===== src/hw/rtl/sabp_pkg.sv =====
// Shared types, constants and helper functions for the six-axis ball packet parser.
package sabp_pkg;

	// Receive buffer limit: a packet is dropped once its count reaches BUFFER_BYTES-1
	localparam int unsigned BUFFER_BYTES = 64;
	localparam int unsigned CNT_W        = 8;
	localparam int unsigned STORE_DEPTH  = 12;
	localparam int unsigned STORE_IDX_W  = $clog2(STORE_DEPTH);
	localparam int unsigned KEY_LEN      = 9;

	// Start and protocol bytes
	localparam logic [7:0] CH_RESET  = 8'h52; // R
	localparam logic [7:0] CH_BALL   = 8'h44; // D
	localparam logic [7:0] CH_BUTTON = 8'h4B; // K
	localparam logic [7:0] CH_ERROR  = 8'h45; // E
	localparam logic [7:0] CH_NULL   = 8'h4E; // N
	localparam logic [7:0] CH_CR     = 8'h0D;

	// Null-region requests at or above this value are dropped
	localparam logic [7:0] REGION_LIMIT = 8'd129;

	// Descramble key for ball data bytes 2..10
	localparam logic [7:0] DESC_KEY [KEY_LEN] = '{
		8'h53, 8'h70, 8'h61, 8'h63, 8'h65, 8'h57, 8'h61, 8'h72, 8'h65
	};

	typedef enum logic [2:0] {
		PKT_RESET  = 3'd0,
		PKT_BALL   = 3'd1,
		PKT_BUTTON = 3'd2,
		PKT_ERROR  = 3'd3,
		PKT_NULL   = 3'd4,
		PKT_TERM   = 3'd5,
		PKT_NONE   = 3'd7
	} pkt_t;

	// Position of a result within the group caused by one completed packet
	typedef enum logic [1:0] {
		SLOT_REPORT = 2'd0,
		SLOT_N      = 2'd1,
		SLOT_REGION = 2'd2,
		SLOT_CR     = 2'd3
	} slot_t;

	typedef logic signed [9:0] axis_t;

	typedef struct packed {
		axis_t tx;
		axis_t ty;
		axis_t tz;
		axis_t rx;
		axis_t ry;
		axis_t rz;
	} axes_t;

	// Result group handed from the parser to the output serializer
	typedef struct packed {
		pkt_t       ptype;
		logic       tx_en;
		logic [7:0] region;
	} grp_t;

	function automatic pkt_t start_code(input logic [7:0] ch);
		pkt_t code;
		case (ch)
			CH_RESET:  code = PKT_RESET;
			CH_BALL:   code = PKT_BALL;
			CH_BUTTON: code = PKT_BUTTON;
			CH_ERROR:  code = PKT_ERROR;
			CH_NULL:   code = PKT_NULL;
			CH_CR:     code = PKT_TERM;
			default:   code = PKT_NONE;
		endcase
		return code;
	endfunction

	function automatic logic [CNT_W-1:0] pkt_len(input pkt_t p);
		logic [CNT_W-1:0] len;
		case (p)
			PKT_RESET:  len = CNT_W'(51);
			PKT_BALL:   len = CNT_W'(12);
			PKT_BUTTON: len = CNT_W'(5);
			PKT_ERROR:  len = CNT_W'(4);
			PKT_NULL:   len = CNT_W'(3);
			PKT_TERM:   len = CNT_W'(1);
			default:    len = '0;
		endcase
		return len;
	endfunction

endpackage


===== src/hw/rtl/six_axis_ball_packet_parser_unit.sv =====
// An item is parsed in the input register; its report is offered once the item commits.
// Throughput: one item per cycle unless stalled; a completed packet with a null-region request
// below REGION_LIMIT gives four results; input stalls only on completion while a group is busy.
// The output group register is the only thing that holds up the input register.
// Reset: clears counters, open packet, axes, buttons and pending request; byte store is not
// cleared and is only read after being written within the current packet.
module six_axis_ball_packet_parser_unit (
	input  logic              clk,
	input  logic              arst_n,
	input  logic              in_valid,
	output logic              in_stall,
	input  logic              kind,
	input  logic [7:0]        rx_byte,
	input  logic [7:0]        region_value,
	output logic              out_valid,
	input  logic              out_stall,
	output logic              result_kind,
	output logic [2:0]        packet_type,
	output sabp_pkg::axis_t   axis_tx,
	output sabp_pkg::axis_t   axis_ty,
	output sabp_pkg::axis_t   axis_tz,
	output sabp_pkg::axis_t   axis_rx,
	output sabp_pkg::axis_t   axis_ry,
	output sabp_pkg::axis_t   axis_rz,
	output logic [6:0]        button_mask,
	output logic [7:0]        tx_byte,
	output logic              last
);
	import sabp_pkg::*;

	logic       v_s1;
	logic       kind_s1;
	logic [7:0] byte_s1;
	logic [7:0] region_s1;
	logic       accept, commit, has_result, grp_free;
	grp_t       grp_d;
	axes_t      axes;
	logic [6:0] buttons;

	// Item moves on unless it completes a packet while the output group is busy
	assign commit   = v_s1 && (!has_result || grp_free);
	assign in_stall = v_s1 && !commit;
	assign accept   = in_valid && !in_stall;

	// Input register
	always_ff @(posedge clk or negedge arst_n) begin
		if (!arst_n) begin
			v_s1 <= 1'b0;
		end else if (accept) begin
			v_s1 <= 1'b1;
		end else if (commit) begin
			v_s1 <= 1'b0;
		end
	end

	always_ff @(posedge clk) begin
		if (accept) begin
			kind_s1   <= kind;
			byte_s1   <= rx_byte;
			region_s1 <= region_value;
		end
	end

	sabp_parse u_parse (
		.clk          (clk),
		.arst_n       (arst_n),
		.commit       (commit),
		.kind         (kind_s1),
		.rx_byte      (byte_s1),
		.region_value (region_s1),
		.has_result   (has_result),
		.grp_d        (grp_d),
		.axes         (axes),
		.buttons      (buttons)
	);

	sabp_out u_out (
		.clk         (clk),
		.arst_n      (arst_n),
		.load        (commit && has_result),
		.grp_d       (grp_d),
		.axes        (axes),
		.buttons     (buttons),
		.grp_free    (grp_free),
		.out_valid   (out_valid),
		.out_stall   (out_stall),
		.result_kind (result_kind),
		.packet_type (packet_type),
		.axis_tx     (axis_tx),
		.axis_ty     (axis_ty),
		.axis_tz     (axis_tz),
		.axis_rx     (axis_rx),
		.axis_ry     (axis_ry),
		.axis_rz     (axis_rz),
		.button_mask (button_mask),
		.tx_byte     (tx_byte),
		.last        (last)
	);

`ifndef SYNTHESIS
	// A held item keeps its contents until it commits
	a_hold_s1: assert property (@(posedge clk) disable iff (!arst_n)
		in_stall |=> v_s1 && $stable(byte_s1) && $stable(kind_s1))
		else $error("held input item changed");

	// A group does not end before its last result is transferred
	a_group_cont: assert property (@(posedge clk) disable iff (!arst_n)
		out_valid && !out_stall && !last |=> out_valid && result_kind)
		else $error("result group cut short");

	// Reports carry a real packet type
	a_rep_type: assert property (@(posedge clk) disable iff (!arst_n)
		out_valid && !result_kind |-> packet_type <= 3'd5)
		else $error("report with invalid packet type");
`endif

endmodule


===== src/hw/rtl/sabp_parse.sv =====
// Packet framing, byte store, ball/button decode and null-region request state.
module sabp_parse (
	input  logic              clk,
	input  logic              arst_n,
	input  logic              commit,
	input  logic              kind,
	input  logic [7:0]        rx_byte,
	input  logic [7:0]        region_value,
	output logic              has_result,
	output sabp_pkg::grp_t    grp_d,
	output sabp_pkg::axes_t   axes,
	output logic [6:0]        buttons
);
	import sabp_pkg::*;

	logic [7:0]       store_q [STORE_DEPTH];
	logic [CNT_W-1:0] cnt_q;
	pkt_t             open_q;
	axes_t            axes_q;
	logic [6:0]       buttons_q;
	logic             pend_q;
	logic [7:0]       region_q;

	logic [CNT_W-1:0] cnt1, cnt2;
	pkt_t             open0, open1, start;
	logic             ovf, in_pkt, complete, store_wr;
	logic [7:0]       b [STORE_DEPTH];
	axes_t            ball_axes;

	// Framing: overflow drop, then start byte, then append
	always_comb begin
		ovf   = cnt_q >= CNT_W'(BUFFER_BYTES - 1);
		open0 = ovf ? PKT_NONE : open_q;
		start = start_code(rx_byte);
		if (start != PKT_NONE) begin
			open1 = start;
			cnt1  = '0;
		end else begin
			open1 = open0;
			cnt1  = ovf ? '0 : cnt_q;
		end
		in_pkt   = (open1 != PKT_NONE);
		cnt2     = cnt1 + CNT_W'(1);
		complete = !kind && in_pkt && (cnt2 == pkt_len(open1));
		store_wr = !kind && in_pkt && (cnt1 < CNT_W'(STORE_DEPTH));
	end

	// Descramble stored ball bytes and pull out the six axes
	always_comb begin
		for (int i = 0; i < STORE_DEPTH; i++) begin
			b[i] = store_q[i];
		end
		for (int i = 0; i < KEY_LEN; i++) begin
			b[2 + i] = store_q[2 + i] ^ DESC_KEY[i];
		end
		ball_axes.tx = {b[2][6:0], b[3][6:4]};
		ball_axes.ty = {b[3][3:0], b[4][6:1]};
		ball_axes.tz = {b[4][0], b[5][6:0], b[6][6:5]};
		ball_axes.rx = {b[6][4:0], b[7][6:2]};
		ball_axes.ry = {b[7][1:0], b[8][6:0], b[9][6]};
		ball_axes.rz = {b[9][5:0], b[10][6:3]};
	end

	// Byte store: no reset, entries are read only after being written in the packet
	always_ff @(posedge clk) begin
		if (commit && store_wr) begin
			store_q[cnt1[STORE_IDX_W-1:0]] <= rx_byte;
		end
	end

	// Control and decoded state
	always_ff @(posedge clk or negedge arst_n) begin
		if (!arst_n) begin
			cnt_q     <= '0;
			open_q    <= PKT_NONE;
			axes_q    <= '0;
			buttons_q <= '0;
			pend_q    <= 1'b0;
			region_q  <= '0;
		end else if (commit) begin
			if (kind) begin
				pend_q   <= 1'b1;
				region_q <= region_value;
			end else if (complete) begin
				cnt_q  <= '0;
				open_q <= PKT_NONE;
				pend_q <= 1'b0;
				if (open1 == PKT_BALL) begin
					axes_q <= ball_axes;
				end
				if (open1 == PKT_BUTTON) begin
					buttons_q <= store_q[2][6:0];
				end
			end else if (in_pkt) begin
				cnt_q  <= cnt2;
				open_q <= open1;
			end else begin
				cnt_q  <= cnt1;
				open_q <= open1;
			end
		end
	end

	assign has_result   = complete;
	assign grp_d.ptype  = open1;
	assign grp_d.tx_en  = pend_q && (region_q < REGION_LIMIT);
	assign grp_d.region = region_q;
	assign axes         = axes_q;
	assign buttons      = buttons_q;

endmodule


===== src/hw/rtl/sabp_out.sv =====
// Output serializer: one report and up to three transmit bytes per completed packet.
module sabp_out (
	input  logic              clk,
	input  logic              arst_n,
	input  logic              load,
	input  sabp_pkg::grp_t    grp_d,
	input  sabp_pkg::axes_t   axes,
	input  logic [6:0]        buttons,
	output logic              grp_free,
	output logic              out_valid,
	input  logic              out_stall,
	output logic              result_kind,
	output logic [2:0]        packet_type,
	output sabp_pkg::axis_t   axis_tx,
	output sabp_pkg::axis_t   axis_ty,
	output sabp_pkg::axis_t   axis_tz,
	output sabp_pkg::axis_t   axis_rx,
	output sabp_pkg::axis_t   axis_ry,
	output sabp_pkg::axis_t   axis_rz,
	output logic [6:0]        button_mask,
	output logic [7:0]        tx_byte,
	output logic              last
);
	import sabp_pkg::*;

	logic  grp_v_q;
	slot_t slot_q;
	grp_t  grp_q;
	logic  is_rep, last_w, xfer;

	assign is_rep   = (slot_q == SLOT_REPORT);
	assign last_w   = (is_rep && !grp_q.tx_en) || (slot_q == SLOT_CR);
	assign xfer     = grp_v_q && !out_stall;
	assign grp_free = !grp_v_q || (xfer && last_w);

	// Group valid and slot counter
	always_ff @(posedge clk or negedge arst_n) begin
		if (!arst_n) begin
			grp_v_q <= 1'b0;
			slot_q  <= SLOT_REPORT;
		end else if (load) begin
			grp_v_q <= 1'b1;
			slot_q  <= SLOT_REPORT;
		end else if (xfer) begin
			if (last_w) begin
				grp_v_q <= 1'b0;
			end else begin
				slot_q <= slot_t'(slot_q + 2'd1);
			end
		end
	end

	always_ff @(posedge clk) begin
		if (load) begin
			grp_q <= grp_d;
		end
	end

	// Result fields; axes and buttons come from parser state, which only
	// changes when a new group loads
	always_comb begin
		case (slot_q)
			SLOT_N:      tx_byte = CH_NULL;
			SLOT_REGION: tx_byte = grp_q.region;
			SLOT_CR:     tx_byte = CH_CR;
			default:     tx_byte = '0;
		endcase
	end

	assign out_valid   = grp_v_q;
	assign result_kind = !is_rep;
	assign packet_type = is_rep ? grp_q.ptype : 3'd0;
	assign axis_tx     = is_rep ? axes.tx : '0;
	assign axis_ty     = is_rep ? axes.ty : '0;
	assign axis_tz     = is_rep ? axes.tz : '0;
	assign axis_rx     = is_rep ? axes.rx : '0;
	assign axis_ry     = is_rep ? axes.ry : '0;
	assign axis_rz     = is_rep ? axes.rz : '0;
	assign button_mask = is_rep ? buttons : '0;
	assign last        = last_w;

endmodule

===== config.mk =====
export PLATFORM = sky130hd
export DESIGN_NAME = six_axis_ball_packet_parser_unit
export DESIGN_NICKNAME = d
export VERILOG_FILES = /design/src/hw/rtl/sabp_pkg.sv /design/src/hw/rtl/six_axis_ball_packet_parser_unit.sv /design/src/hw/rtl/sabp_parse.sv /design/src/hw/rtl/sabp_out.sv
export SDC_FILE = /design/constraint.sdc
export NUM_CORES = 1
export LEC_CHECK = 0
export ABC_AREA = 1
export ABC_CLOCK_PERIOD_IN_PS = 8300
export BUFFER_PORTS_ARGS = -buffer_cell sky130_fd_sc_hd__buf_2
export CORE_MARGIN = 2
export CORE_UTILIZATION = 62
export CTS_CLUSTER_DIAMETER = 60
export DETAILED_ROUTE_END_ITERATION = 10
export GPL_TIMING_DRIVEN = 1
export PLACE_DENSITY = 0.94
export SETUP_SLACK_MARGIN = 0.15
export SYNTH_ARGS = -nofsm -noshare
export SYNTH_HDL_FRONTEND = slang
export SYNTH_SLANG_ARGS = --single-unit

===== constraint.sdc =====
create_clock -name clk -period 8.3 [get_ports clk]
set_input_delay 1.66 -clock clk [delete_from_list [all_inputs] [get_ports clk]]
set_output_delay 1.66 -clock clk [all_outputs]
set_load 0.05 [all_outputs]

Word-level counts from Yosys, hierarchy flattened
Memories as Yosys holds them, arrays and structs flattened.
Index checks and enable logic that the tools add are counted.
Storage, ports and cells
  register bits: 120
  latch bits: 0
  RAM bits: 96
  bits in read-only memories: 0
  input port bits: 21
  output and inout bits: 82
  word-level logic and storage cells: 120
  memories kept: 1
Memory list
  u_parse.store_q: depth 12, width 8, read ports 9, clocked after memory_dff 0, wr ports 1, RTL line sabp_parse.sv:16  | logic [7:0] store_q [STORE_DEPTH];
Operators by class
  add/sub/neg operators: 2
  multipliers: 0
  div/mod/pow operators: 0
  order comparisons: 3
  equality and inequality tests: 18
  shift operators: 0
  mux-type cells: 30
  bitwise gates (word level): 10
  reductions and logical operators: 36
Operator list (count)
  $mux W10: 6
  $eq A8 B7 Y1 const B: 5
  $pmux W6 S6: 1
  $mux W8: 4
  $pmux W8 S3: 1
  $not A4 Y4: 5
  $pmux W3 S6: 1
  $logic_and A1 B1 Y1: 12
  $mux W3: 4
  $reduce_and A2 Y1: 5
  $mux W1: 9
  $not A3 Y3: 3
  $add A8 B1 Y8 const B: 1
  $eq A8 B4 Y1 const B: 1
  $eq A8 B6 Y1: 1
  $ge A8 B6 Y1 const B: 1
  $logic_not A1 Y1: 8
  $lt A8 B4 Y1 const B: 1
  $lt A8 B8 Y1 const B: 1
  $reduce_and A4 Y1: 2
  $reduce_bool A2 Y1: 4
  $mux W7: 1
  $eq A3 B2 Y1 const B: 2
  $eq A3 B3 Y1 const B: 2
  12 further kinds: 18

Logic depth before layout (Yosys ltp)
  depth after elaboration: 16
  mapped depth: 26
  mapped depth without buffers: 24

By module
A second synthesis with hierarchy kept.
Second synthesis, totals
  cell total of the unflattened synthesis: 912
  area, all modules: 8552.0 sq um
Modules (own cells, without submodules)
  sabp_parse: instances 1, cells an instance 671, area each 6727.7 sq um, sequential area each 3982.6 sq um
  sabp_out: instances 1, cells an instance 212, area each 1238.7 sq um, sequential area each 435.4 sq um
  six_axis_ball_packet_parser_unit: instances 1, cells an instance 29, area each 585.6 sq um, sequential area each 535.5 sq um

Least setup slack after synthesis
No wires, ideal clock.
  kind: reg2out
  start: register u_out.slot_q[1]
  end: output port in_stall
  arrival time: 3.139 ns
  data required time: 6.640 ns
  path slack: 3.501 ns
  cell stages (with the launch flop): 9
  buffers on the path: 1
  path through: dfrtp_1 -> inv_1 -> ha_1 -> clkbuf_1 -> inv_1 -> o21ai_0 -> a21oi_1 -> nand4_2 -> nor2_1
On the way
  word-level cells in the longest chain between the ends: 9
  elaborated cells on any way between the ends: 10
  classes of those cells: 1 x eq/ne; 9 x reduce/logical
Ends and longest elaborated chain
  start, declared: RTL line sabp_out.sv:27  | slot_t slot_q;
  start signal, assigned: RTL line sabp_out.sv:48  | slot_q <= slot_t'(slot_q + 2'd1);
  $logic_not A2 Y1: RTL line sabp_out.sv:31  | assign is_rep = (slot_q == SLOT_REPORT);
  $logic_and A1 B1 Y1: RTL line sabp_out.sv:32  | assign last_w = (is_rep && !grp_q.tx_en) || (slot_q == SLOT_CR);
  $logic_or A1 B1 Y1 (*): RTL line sabp_out.sv:32
  net last: RTL line six_axis_ball_packet_parser_unit.sv:27  | output logic last
  $logic_and A1 B1 Y1 (*): RTL line sabp_out.sv:34  | assign grp_free = !grp_v_q || (xfer && last_w);
  $logic_or A1 B1 Y1 (*): RTL line sabp_out.sv:34
  $logic_or A1 B1 Y1 (*): RTL line six_axis_ball_packet_parser_unit.sv:41  | assign commit = v_s1 && (!has_result || grp_free);
  $logic_and A1 B1 Y1 (*): RTL line six_axis_ball_packet_parser_unit.sv:41
  $logic_not A1 Y1 (*): RTL line six_axis_ball_packet_parser_unit.sv:42  | assign in_stall = v_s1 && !commit;
  $logic_and A1 B1 Y1 (*): RTL line six_axis_ball_packet_parser_unit.sv:42
  end, declared: RTL line six_axis_ball_packet_parser_unit.sv:11  | output logic in_stall,
The timed path passes the listed nets; every way through them passes the cells marked *.

Final worst setup path
  start: register byte_s1[5]
  end: output port in_stall
On the way
  word-level cells in the longest chain between the ends: 13
  elaborated cells on any way between the ends: 27
  classes of those cells: 1 x add/sub; 14 x eq/ne; 4 x mux; 8 x reduce/logical
Ends and longest elaborated chain
  start, declared: RTL line six_axis_ball_packet_parser_unit.sv:33  | logic [7:0] byte_s1;
  start signal, assigned: RTL line six_axis_ball_packet_parser_unit.sv:59  | byte_s1 <= rx_byte;
  $eq A8 B4 Y1 / $eq A8 B7 Y1 (equally long branches): RTL line sabp_pkg.sv:65  | case (ch)
  $pmux W3 S6 (*): RTL line sabp_pkg.sv:65
  parallel branches: the longest is 5 deep, another holds $add A8 B1 Y8
  $logic_and A1 B1 Y1 (*): RTL line sabp_parse.sv:44  | complete = !kind && in_pkt && (cnt2 == pkt_len(open1));
  $logic_not A1 Y1 (*): RTL line six_axis_ball_packet_parser_unit.sv:41
  $logic_or A1 B1 Y1 (*): RTL line six_axis_ball_packet_parser_unit.sv:41
  $logic_and A1 B1 Y1 (*): RTL line six_axis_ball_packet_parser_unit.sv:41
  $logic_not A1 Y1 (*): RTL line six_axis_ball_packet_parser_unit.sv:42
  $logic_and A1 B1 Y1 (*): RTL line six_axis_ball_packet_parser_unit.sv:42
Every way passes the cells marked *.

==> run summary <==
Yosys
* simple AND/OR/NAND/NOR gates — dominant combinational cell family by area after synthesis
* 50.6% — post-synthesis async set-or-reset flop share
* 828 — Syn Inst Count
* sky130_fd_sc_hd__edfxtp_1 — most used flip-flop cell after synthesis
* 0 — number of warnings issued by yosys
* 36 — count of different cell masters after synthesis
* 180 — Yosys reg bits
* 62.2% — register area share after synthesis
* 0.00796 mm^2 — Synth Cell Area
* 0% — fraction of synthesized area in multiplexers
* 1.10% — Synth Area in Adders
* 5.71% — compound-cell area share of the yosys netlist
* sky130_fd_sc_hd__nand2_1 (265), sky130_fd_sc_hd__inv_1 (128), sky130_fd_sc_hd__edfxtp_1 (89) — list of most frequent post-synthesis cells
* 856 — nets in the synthesized netlist
* sky130_fd_sc_hd__edfxtp_1 (34%), sky130_fd_sc_hd__dfrtp_1 (28%), sky130_fd_sc_hd__nand2_1 (13%), sky130_fd_sc_hd__inv_1 (6.0%), sky130_fd_sc_hd__nand3_1 (3.2%) — cells taking the most area after synthesis
* 89 — EDFF count, synth
* 33.6% — area fraction of the dominant cell type after synthesis
* 22.1% — Post-Synth Simple-Gate Area
* sky130_fd_sc_hd__edfxtp_1 — cell type contributing the most total cell area after synthesis
* sky130_fd_sc_hd__nand2_1 — cell with the most instances after synthesis
* 9.61 um^2 — Mean Syn Cell Area
* 0% — XOR/XNOR Fraction of Synth Area

Clock tree
* sky130_fd_sc_hd__clkbuf_16 — library cell used as clock root buffer
* 60 ps — clock-pin transition on the worst setup and hold timing paths
* 430 ps — clock latency of the later-clocked register in the worst-skew pair
* 0 — Post-CTS Hold Buffers
* 0 — setup fix buffers added after clock tree synthesis
* 4 — deepest level of the CTS H-tree
* 2 — maximum number of buffers from clock root to sink
* 0 — post-cts gate resize count
* done — TritonCTS clock tree
* 17 — total clock buffers created by CTS
* 180 — number of sinks driven by the clock tree

Floorplan
* 103 — number of top-level pins
* 0.0126 mm^2 — area inside the core boundary
* 0.0138 mm^2 — overall die area
* 63.3% — effective utilization at floorplan
* 117 um — chip height
* 41 — Core Rows
* 117 um — die width

STA
* 67.0% — final period utilization
* 0 — number of failing hold endpoints at the final stage
* 0.180 GHz — maximum clock frequency
* 0 — total of endpoints with negative setup slack in the final report
* 0 — count of final max-slew check failures
* no — unrepaired setup endpoints after global routing
* 5560 ps — shortest period the worst path allows
* 30.1% — max-slew headroom at the worst pin
* 5.15 ps — worst clock skew
* 0 ps — accumulated negative setup slack
* 1050 ps — Worst Max-Slew Pin Slew

Setup path
* sky130_fd_sc_hd__nand2_1 — most frequent cell on the critical path
* 650 ps — largest stage delay on the critical path
* sky130_fd_sc_hd__edfxtp_1 — cell with the largest stage delay on the worst path
* nor2_1, inv_1, nor2_1, nand2_1, nand2_2, nor2_4, nand3_1, inv_1, ha_1, inv_1, nand3_1, nand2_1, inv_1, nand2_1, nand2_1, nand2_1, nor2_4, nand4_2, nor2_1, buf_2 — CP Cell Sequence
* 12 — maximum net fanout on the critical path
* flip-flop — sort of element at the start of the critical path
* output pin — sort of element at the end of the critical path
* 3900 ps — Arr. time, crit path
* reg -> out — classification of the worst setup path
* 6640 ps — CP Data Required Time

Hold path
* reg -> reg — hold crit path type

Place
* 102 — I/O Buffers
* 1,078 — placed cell count
* 11.9 mm — half-perimeter wire length after placement
* 0.00854 mm^2 — placed inst area
* 0.906 — final weighted congestion in routability-driven placement

Global route
* 28.5% — global routing usage summed across all routing layers
* 0 — initial antenna violation count
* 5,571 — vias in the first global route
* 0 — global route overflow
* 93 — maximum number of pins on one net before global-route repair
* 29.0 mm — first-pass GRT wire length

Final layout
* 953 — number of nets in the layout
* 0.00913 mm^2 — post-route cell area
* 21.7% — fraction of final layout cells with drive strength greater than 1
* 14.7% — Area Growth Syn to Fin
* 1,111 — count of non-filler cells in the finished layout
* 803 — Fill cells

Flow run
* 0 — reported max-cap violation count

Detailed routing
* 6,054 — total via count in the routed design
* 16.6 um — per-cell routed wire length
* 5.45 — per-cell via count in the routed design
* 0 — number of antenna-violating nets in the routed design
* 7 — number of detailed-routing iterations run before antenna repair
* 634 — drt initial violations
* 18.5 mm — Detailed Route WL
* 0 — DRC violation count after routing

Status
* finished clean — status

Power
* 0.000200 V — maximum VDD drop
* 4.87 nW — leakage power summed over all cells
* 285 mW/mm^2 — pwr dens
* 2.60 mW — power consumption

[cell type report]
class                           instances  area (um^2)  share of cell area (%)
Clock buffer                           17          425                    4.66
Tap cell                              172          215                    2.36
Clock inverter                         15          158                    1.73
Sequential cell                       180         4950                    54.3
Antenna cell                            1         2.50                  0.0274
Inverter                              134          504                    5.52
Timing Repair Buffer                  107          551                    6.03
Multi-Input combinational cell        485         2320                    25.4
[cell families after synthesis]
group,after synthesis
simple gates,408
flops,180
buf+inv,163
compound gates,70
fa+ha+maj,7
[worst max-delay path: cells and delay by family (launching register included)]
kind | cells | cell delay (ps)
adder cells (fa/ha/maj) | 1 | 290
buffers and inverters | 5 | 740
flip-flops | 1 | 650
AND/OR/NAND/NOR | 14 | 1790
[through the flow]
stage          setup slack, ps  utilization, %  hold WS [ps]
2_1_floorplan             3500               -           404
3_3_place_gp              3520            68.0           420
3_5_place_dp              3350            68.0           422
4_1_cts                   2800            72.6           440
5_1_grt                   2410            72.6           457
6_report                  2740            72.6           436
[flip-flops by register name, indices dropped and copies added, names as in the netlist, 3 cells and up]
signal,flops
u_parse.open_q,3
u_out.grp_q,12
u_parse.cnt_q,8
u_parse.axes,60
u_parse.store_q,60
region_s1,8
u_parse.buttons,7
u_parse.region_q,8
byte_s1,8
[worst paths after layout]
path | startpoint | end | slack, ps | depth (start not counted)
max | byte_s1[5] | in_stall | 2740 | 20
min | u_parse.store_q[9][5] | u_parse.axes[9] | 440 | 1
max reg2reg | byte_s1[5] | u_parse.axes[51] | 3880 | 22
min reg2reg | u_parse.store_q[9][5] | u_parse.axes[9] | 440 | 1
max in group asynchronous | arst_n | u_parse.axes[32] | 6030 | 2
min in group asynchronous | arst_n | u_parse.region_q[3] | 1220 | 1
[routing by layer]
layer | part of all wire, % | track usage, % | vias to the layer above
li1 | - | - | 2793
met1 | 39 | 37.7 | 2873
met2 | 51 | 46.7 | 329
met3 | 7.4 | 5.41 | 59
met4 | 3.2 | 12.1 | 0
met5 | 0 | 0 | -
[cell usage in the layout, fill, tap and decap left out, drive strengths merged, types with 2 or more instances in the layout]
master / instances
a21oi: 5
buf: 107
bufinv: 2
clkbuf: 17
clkinv: 12
dfrtp: 88
dfstp: 3
edfxtp: 89
ha: 7
inv: 134
nand2: 280
nand3: 57
nand4: 4
nor2: 56
nor3: 7
nor4: 2
o211ai: 4
o21ai: 58
[report_power, final]
part	switching (mW)	internal [mW]	total, mW
sequential	0.0808	1.06	1.14
clock	0.346	0.445	0.790
combinational	0.501	0.175	0.676
Note: power is estimated with default switching activity, not from simulation.
